File: config.mk
export PLATFORM = sky130hd
export DESIGN_NAME = rsum_div
export DESIGN_NICKNAME = d
export VERILOG_FILES = /design/src/rtl/rsum_pkg.sv /design/src/rtl/rsum_div.sv
export SDC_FILE = /design/constraint.sdc
export NUM_CORES = 1
export LEC_CHECK = 0
export BUFFER_PORTS_ARGS = -buffer_cell sky130_fd_sc_hd__buf_2
export CORE_AREA = 3 3 68 70
export DETAILED_ROUTE_END_ITERATION = 10
export DIE_AREA = 0 0 71 73
export HOLD_SLACK_MARGIN = 0.08
export PLACE_DENSITY_LB_ADDON = 0.2
export SETUP_SLACK_MARGIN = 0.2
export SLEW_MARGIN = 5
export SYNTH_ARGS = -nofsm -noshare
export SYNTH_HDL_FRONTEND = slang
export SYNTH_SLANG_ARGS = --single-unit
File: constraint.sdc
create_clock -name clk -period 2.55 [get_ports clk]
set_input_delay 0 -clock clk [delete_from_list [all_inputs] [get_ports clk]]
set_output_delay 0 -clock clk [all_outputs]
set_load 0.02 [all_outputs]
File: src/rtl/rsum_pkg.sv
package rsum_pkg;

  // Array geometry
  localparam int ARRAY_DEPTH = 1024;
  localparam int BLOCK_COUNT = 64;
  localparam int ELEM_AW     = $clog2(ARRAY_DEPTH);
  localparam int BLK_AW      = $clog2(BLOCK_COUNT);
  localparam int IDX_W       = ELEM_AW + 1;

  // Field and storage widths
  localparam int LEN_W  = 11;
  localparam int ELEM_W = 32;
  localparam int BSUM_W = 42;
  localparam int SUM_W  = 64;

  // Block length limits
  localparam int LEN_CEIL  = (ARRAY_DEPTH + BLOCK_COUNT - 1) / BLOCK_COUNT;
  localparam int LEN_FLOOR = (LEN_CEIL > 16) ? LEN_CEIL : 16;
  localparam int LEN_RESET = 32;

  localparam logic MODE_WRITE = 1'b0;
  localparam logic MODE_QUERY = 1'b1;

  typedef logic [LEN_W-1:0]   len_t;
  typedef logic [ELEM_AW-1:0] eaddr_t;
  typedef logic [BLK_AW-1:0]  baddr_t;
  typedef logic [IDX_W-1:0]   idx_t;

  typedef enum logic [3:0] {
    ST_CLR_ELEM,
    ST_CLR_BLK,
    ST_WALK,
    ST_WALK_END,
    ST_IDLE,
    ST_DIV,
    ST_WR_RD,
    ST_WR_UPD,
    ST_Q_PART1,
    ST_Q_BLK,
    ST_Q_PART2,
    ST_Q_DONE
  } state_t;

  typedef struct packed {
    logic   done;
    eaddr_t quot;
    len_t   rem;
  } div_res_t;

  function automatic baddr_t sat_blk(input eaddr_t q);
    if (q >= ELEM_AW'(BLOCK_COUNT)) return BLK_AW'(BLOCK_COUNT - 1);
    else return q[BLK_AW-1:0];
  endfunction

  function automatic baddr_t inc_blk(input baddr_t b);
    if (b == BLK_AW'(BLOCK_COUNT - 1)) return b;
    else return b + 1'b1;
  endfunction

  function automatic logic signed [SUM_W-1:0] sext_elem(input logic [ELEM_W-1:0] v);
    return {{(SUM_W - ELEM_W){v[ELEM_W-1]}}, v};
  endfunction

  function automatic logic signed [SUM_W-1:0] sext_bsum(input logic [BSUM_W-1:0] v);
    return {{(SUM_W - BSUM_W){v[BSUM_W-1]}}, v};
  endfunction

endpackage

File: src/rtl/rsum_div.sv
// Restoring divider, one quotient bit per cycle.
module rsum_div (
  input  logic                clk,
  input  logic                rst_n,
  input  logic                start,
  input  rsum_pkg::eaddr_t    dividend,
  input  rsum_pkg::len_t      divisor,
  output rsum_pkg::div_res_t  res
);

  localparam int CNT_W = $clog2(rsum_pkg::ELEM_AW + 1);

  rsum_pkg::eaddr_t q_r, q_nxt;
  rsum_pkg::len_t   rem_r, rem_nxt;
  rsum_pkg::len_t   d_r, d_nxt;
  logic [CNT_W-1:0] cnt_r, cnt_nxt;
  logic             done_r, done_nxt;
  logic [rsum_pkg::LEN_W:0] trial;

  always_comb begin
    q_nxt    = q_r;
    rem_nxt  = rem_r;
    d_nxt    = d_r;
    cnt_nxt  = cnt_r;
    done_nxt = 1'b0;
    trial    = {rem_r, q_r[rsum_pkg::ELEM_AW-1]};
    if (start) begin
      q_nxt   = dividend;
      rem_nxt = '0;
      d_nxt   = divisor;
      cnt_nxt = CNT_W'(rsum_pkg::ELEM_AW);
    end else if (cnt_r != '0) begin
      if (trial >= {1'b0, d_r}) begin
        rem_nxt = rsum_pkg::LEN_W'(trial - {1'b0, d_r});
        q_nxt   = {q_r[rsum_pkg::ELEM_AW-2:0], 1'b1};
      end else begin
        rem_nxt = trial[rsum_pkg::LEN_W-1:0];
        q_nxt   = {q_r[rsum_pkg::ELEM_AW-2:0], 1'b0};
      end
      cnt_nxt  = cnt_r - 1'b1;
      done_nxt = (cnt_r == CNT_W'(1));
    end
  end

  always_ff @(posedge clk) begin
    if (!rst_n) begin
      cnt_r  <= '0;
      done_r <= 1'b0;
    end else begin
      cnt_r  <= cnt_nxt;
      done_r <= done_nxt;
    end
    q_r   <= q_nxt;
    rem_r <= rem_nxt;
    d_r   <= d_nxt;
  end

  assign res.done = done_r;
  assign res.quot = q_r;
  assign res.rem  = rem_r;

endmodule
* Word level (Yosys, flattened, before mapping) *
Index checks and enable logic that the tools add are counted.

cells by class
  add/subtract/negate cells = 2
  magnitude comparators = 1
  eq/ne operators = 1
  mux-type cells = 6
  bitwise operators = 2
  reduce and logical (&&, ||, !) cells = 4

operators by type and width
  cell                 number
  $mux 10              2
  $ge 12x11->1         1
  $mux 11              1
  $sub 11x11->11       1
  $mux 4               2
  $eq 4x1->1 const B   1
  $reduce_bool 4->1    1
  $sub 4x1->4 const B  1
  $reduce_or 3->1      1
  $not 1->1            2
  $reduce_bool 2->1    1
  $reduce_or 2->1      1
  $mux 1               1

word-level totals
  register bits = 37
  logic and storage cells = 22

* Logic depth before layout (Yosys ltp) *
  depth after elaboration = 4
  depth in mapped cells = 10

* Least setup slack after synthesis *
Ideal clock, no wire load.

  kind = register to register
  from = reg rem_r[8]
  to = reg q_r[0] (data pin)
  data arrival time = 2112 ps
  setup slack = 178 ps
  cell stages (with the launch flop) = 8
  buffers on the path = 2
  clock period less this slack = 2372 ps
  cells stage by stage = dfxtp_1 ha_1 buf_6 and3_1 a2111o_1 a21o_4 buf_6 mux2_2

between the ends
  word-level cells in the longest chain between the ends = 4

ends and longest elaborated chain
  item                    RTL line        text
  start, declared         rsum_div.sv:14  rsum_pkg::len_t rem_r, rem_nxt;
  start signal, assigned  rsum_div.sv:54  rem_r <= rem_nxt;
  $ge 12x11->1            rsum_div.sv:33  if (trial >= {1'b0, d_r}) begin
  $mux 1                  rsum_div.sv:33
  $mux 10                 rsum_div.sv:32  end else if (cnt_r != '0) begin
  $mux 10                 rsum_div.sv:27  if (start) begin
  named net q_nxt[0]      rsum_div.sv:13  rsum_pkg::eaddr_t q_r, q_nxt;
  end signal, assigned    rsum_div.sv:53  q_r <= q_nxt;
  end, declared           rsum_div.sv:13

The timed path passes the listed nets, and every way through them passes these cells. The select of a mux whose other input is x is not followed.
A chain may end at the register's enable or synchronous reset.

* Final worst setup path *
  from = reg q_r[9]
  to = reg rem_r[1]

between the ends
  word-level cells in the longest chain between the ends = 2

ends and longest elaborated chain
  item                                                   RTL line
  $sub 11x11->11 / $ge 12x11->1 (equally long branches)  rsum_div.sv:34, rsum_div.sv:33
  $mux 11 (*)                                            rsum_div.sv:33

Mark *: on every way between the ends. The rest lies on a longest branch, timed or not.

==> flow_metrics.tcl <==
set metrics [dict create \
    status "complete, no violations" \
    ir_drop_v 0.000491 \
    finalSetupTns_ps 0 \
    final_common_cell "buf_2" \
    hold_class "input port to flip-flop" \
    required_ps 2740 \
    synthMuxAreaShare_pct 6.11 \
    worstHoldStart "start" \
    max_cap_violations 0 \
    grtUsageMet3_pct 4.55 \
    syn_inst 193 \
    coreArea_mm2 0.00403 \
    p_leak_uw 0.00117 \
    worstPathMaxFanout 6 \
    place_ws_ps 239 \
    grt_max_degree 16 \
    syn_nets 229 \
    stdcell_count 320 \
    final_cell_mix "buf_2, dlygate4sd3_1, edfxtp_1" \
    slew-limit-headroom_pct 60.3 \
    critPathSlowestCell "edfxtp_1" \
    use_met1_pct 24.5 \
    rsz0062_at_grt "true" \
    layout.nets 305 \
    hpwlAfterDp_um 2980 \
    finalSetupViolCount 0 \
    wirelength_um 4730 \
    busiest_layer "met2" \
    slowest_delay_ps 380 \
    drt_first_pass_iters 4 \
    synth_top_family_by_area "compound AO/OA/AOI/OAI gates" \
    clk_latency_ps 290 \
    drc 0 \
    path_class "flip-flop to flip-flop" \
    drt_first_iter_violations 103 \
    dieArea_mm2 0.00518 \
    gp_congestion 0.844 \
    numPortBuffers 45 \
    min_period_ps 2280 \
    path_clk_slew_ps 80 \
    syn_area_mm2 0.00201 \
    fin_util_pct 66.7 \
    row_count 23 \
    synth-xor-area-share_pct 2.18 \
    htree_levels 2 \
    drt.antenna.violating_nets 0 \
    startpoint_type "flip-flop" \
    cts-buffers-inserted 5 \
    cellPowerDensity_mw_per_mm2 836 \
    yosys.area_share.simple_pct 14.5 \
    path_cells "inv_1, ha_1, fa_1, nand2b_1, a21oi_2, o21a_4, a21o_4, nor4_1, a311o_1" \
    cp.arrival_ps 2460 \
    start_util_pct 49.8 \
    async_flop_share_pct 0 \
    max_freq_mhz 439 \
    reg2reg_from "q_r[9]" \
    synthAdderAreaFrac_pct 7.86 \
    ys_seq_area_share_pct 47.4 \
    drive_above_1_share_pct 30.7 \
    ys.flop_type "edfxtp_1" \
    cts_buffer_depth 2 \
    worst_slack_ps 271 \
    io_pins 46 \
    met2_usage_pct 31.5 \
    power_uw 2250 \
    grt.total_usage_pct 18.6 \
    die_y_um 73 \
    grt_pass1_vias 1690 \
    cp-startpoint "q_r[9]" \
    grt_pass1_wl_um 7700 \
    avgViaCountPerCell 5.42 \
    synth_enable_flop_cells 21 \
    cts_sinks 37 \
    skew_ps 6.76 \
    n_antenna_cell 0 \
    ys_seq_elements 37 \
    syn-mean-instance-area_um2 10.4 \
    wl_per_cell_um 14.8 \
    synth_compound_area_share_pct 17.1 \
    root_buffer "clkbuf_8" \
    area_delta_synth_final_pct 33.9 \
    cts_tree "built" \
    final.period_utilization_pct 89.4 \
    die_x_um 71 \
    ys_warn_count 0 \
    grt_remaining_overflow 0 \
    synth_cell_types 45 \
    vias 1735 \
    antenna_found_initial 0 \
    cp-end-kind "flip-flop" \
    hold_viol 0 \
    tightest_slew_ps 590 \
    dp.cells 284 \
    slew_violations 0 \
]
==> where the power goes <==
group          switching, uW  internal (uW)
Clock                    227            293
Combinational            514            407
Sequential              74.0            732
==> synth_stat cells, types with 2 or more instances <==
cell type | instances | share of area (%)
nand3b_1 | 3 | 1.1
nand4_1 | 2 | 0.62
nor4_1 | 6 | 1.9
dfxtp_1 | 16 | 16
a31oi_1 | 3 | 0.94
a21boi_0 | 2 | 0.75
buf_6 | 2 | 1.1
inv_1 | 14 | 2.6
and3_1 | 2 | 0.62
nor2_1 | 12 | 2.2
o31ai_1 | 2 | 0.75
a21oi_1 | 9 | 2.2
edfxtp_1 | 21 | 31
clkbuf_1 | 3 | 0.56
nand2b_1 | 6 | 1.9
mux2_2 | 10 | 5.6
ha_1 | 11 | 6.9
nor3_1 | 7 | 1.7
xnor2_1 | 3 | 1.3
xor2_1 | 2 | 0.87
nand3_1 | 2 | 0.50
o211ai_1 | 2 | 0.75
nand2_1 | 15 | 2.8
o21ai_0 | 16 | 4.0
a211oi_1 | 2 | 0.75
==> what timing repair did <==
item / in CTS / in global routing
endpoints found under the hold margin: 26 / 0
setup buffers: 0 / 5
gates resized for setup: 0 / 6
hold buffers: 22 / 0
setup endpoints to repair: 0 / 12
==> state kept, by name (all words and copies together), names as in the netlist <==
register and cells:
d_r 11, rem_r 11, q_r 10, cnt_r 4, done_r 1
==> metal layers <==
layer  vias up  part of all wire [%]
met5         -                     0
li1        863                     -
met2        42                    47
met1       824                    47
met4         0                  0.91
met3         6                   4.8
==> cells by family after synthesis <==
group / Yosys count
buf+inv: 21
simple gates: 58
mux: 11
fa+ha+maj: 12
flops: 37
xor+xnor: 5
compound gates: 49
==> worst max-delay path: cells and delay by family, from the launching register on <==
family	cells	cell delay (ps)
compound gates	4	880
simple gates	2	250
flops	1	380
fa+ha+maj	2	600
buf+inv	1	60
==> layout make-up <==
type	instances	area, um2
multi-input combinational	136	997
sequential	37	953
timing repair buffer	75	505
fill	328	1340
inverter	14	52.6
clock buffer	5	68.8
clock inverter	3	46.3
tap	50	62.6
==> stage by stage <==
step	instance area, um2	hold slack (ps)
floorplan	2010	98.9
global placement	2280	177
detailed placement	2280	178
CTS	2620	103
global route	2690	104
finish	2690	96.4
==> path summary, 6_finish.rpt <==
| check | end | slack [ps] | depth (start not counted) |
|---|---|---|---|
| worst min-delay path | rem_r[7] | 100 | 2 |
| worst max-delay path | rem_r[1] | 270 | 9 |
| worst min register to register | rem_r[4] | 500 | 2 |
| worst max register to register | rem_r[1] | 270 | 9 |
(Power assumes the default switching activity.)
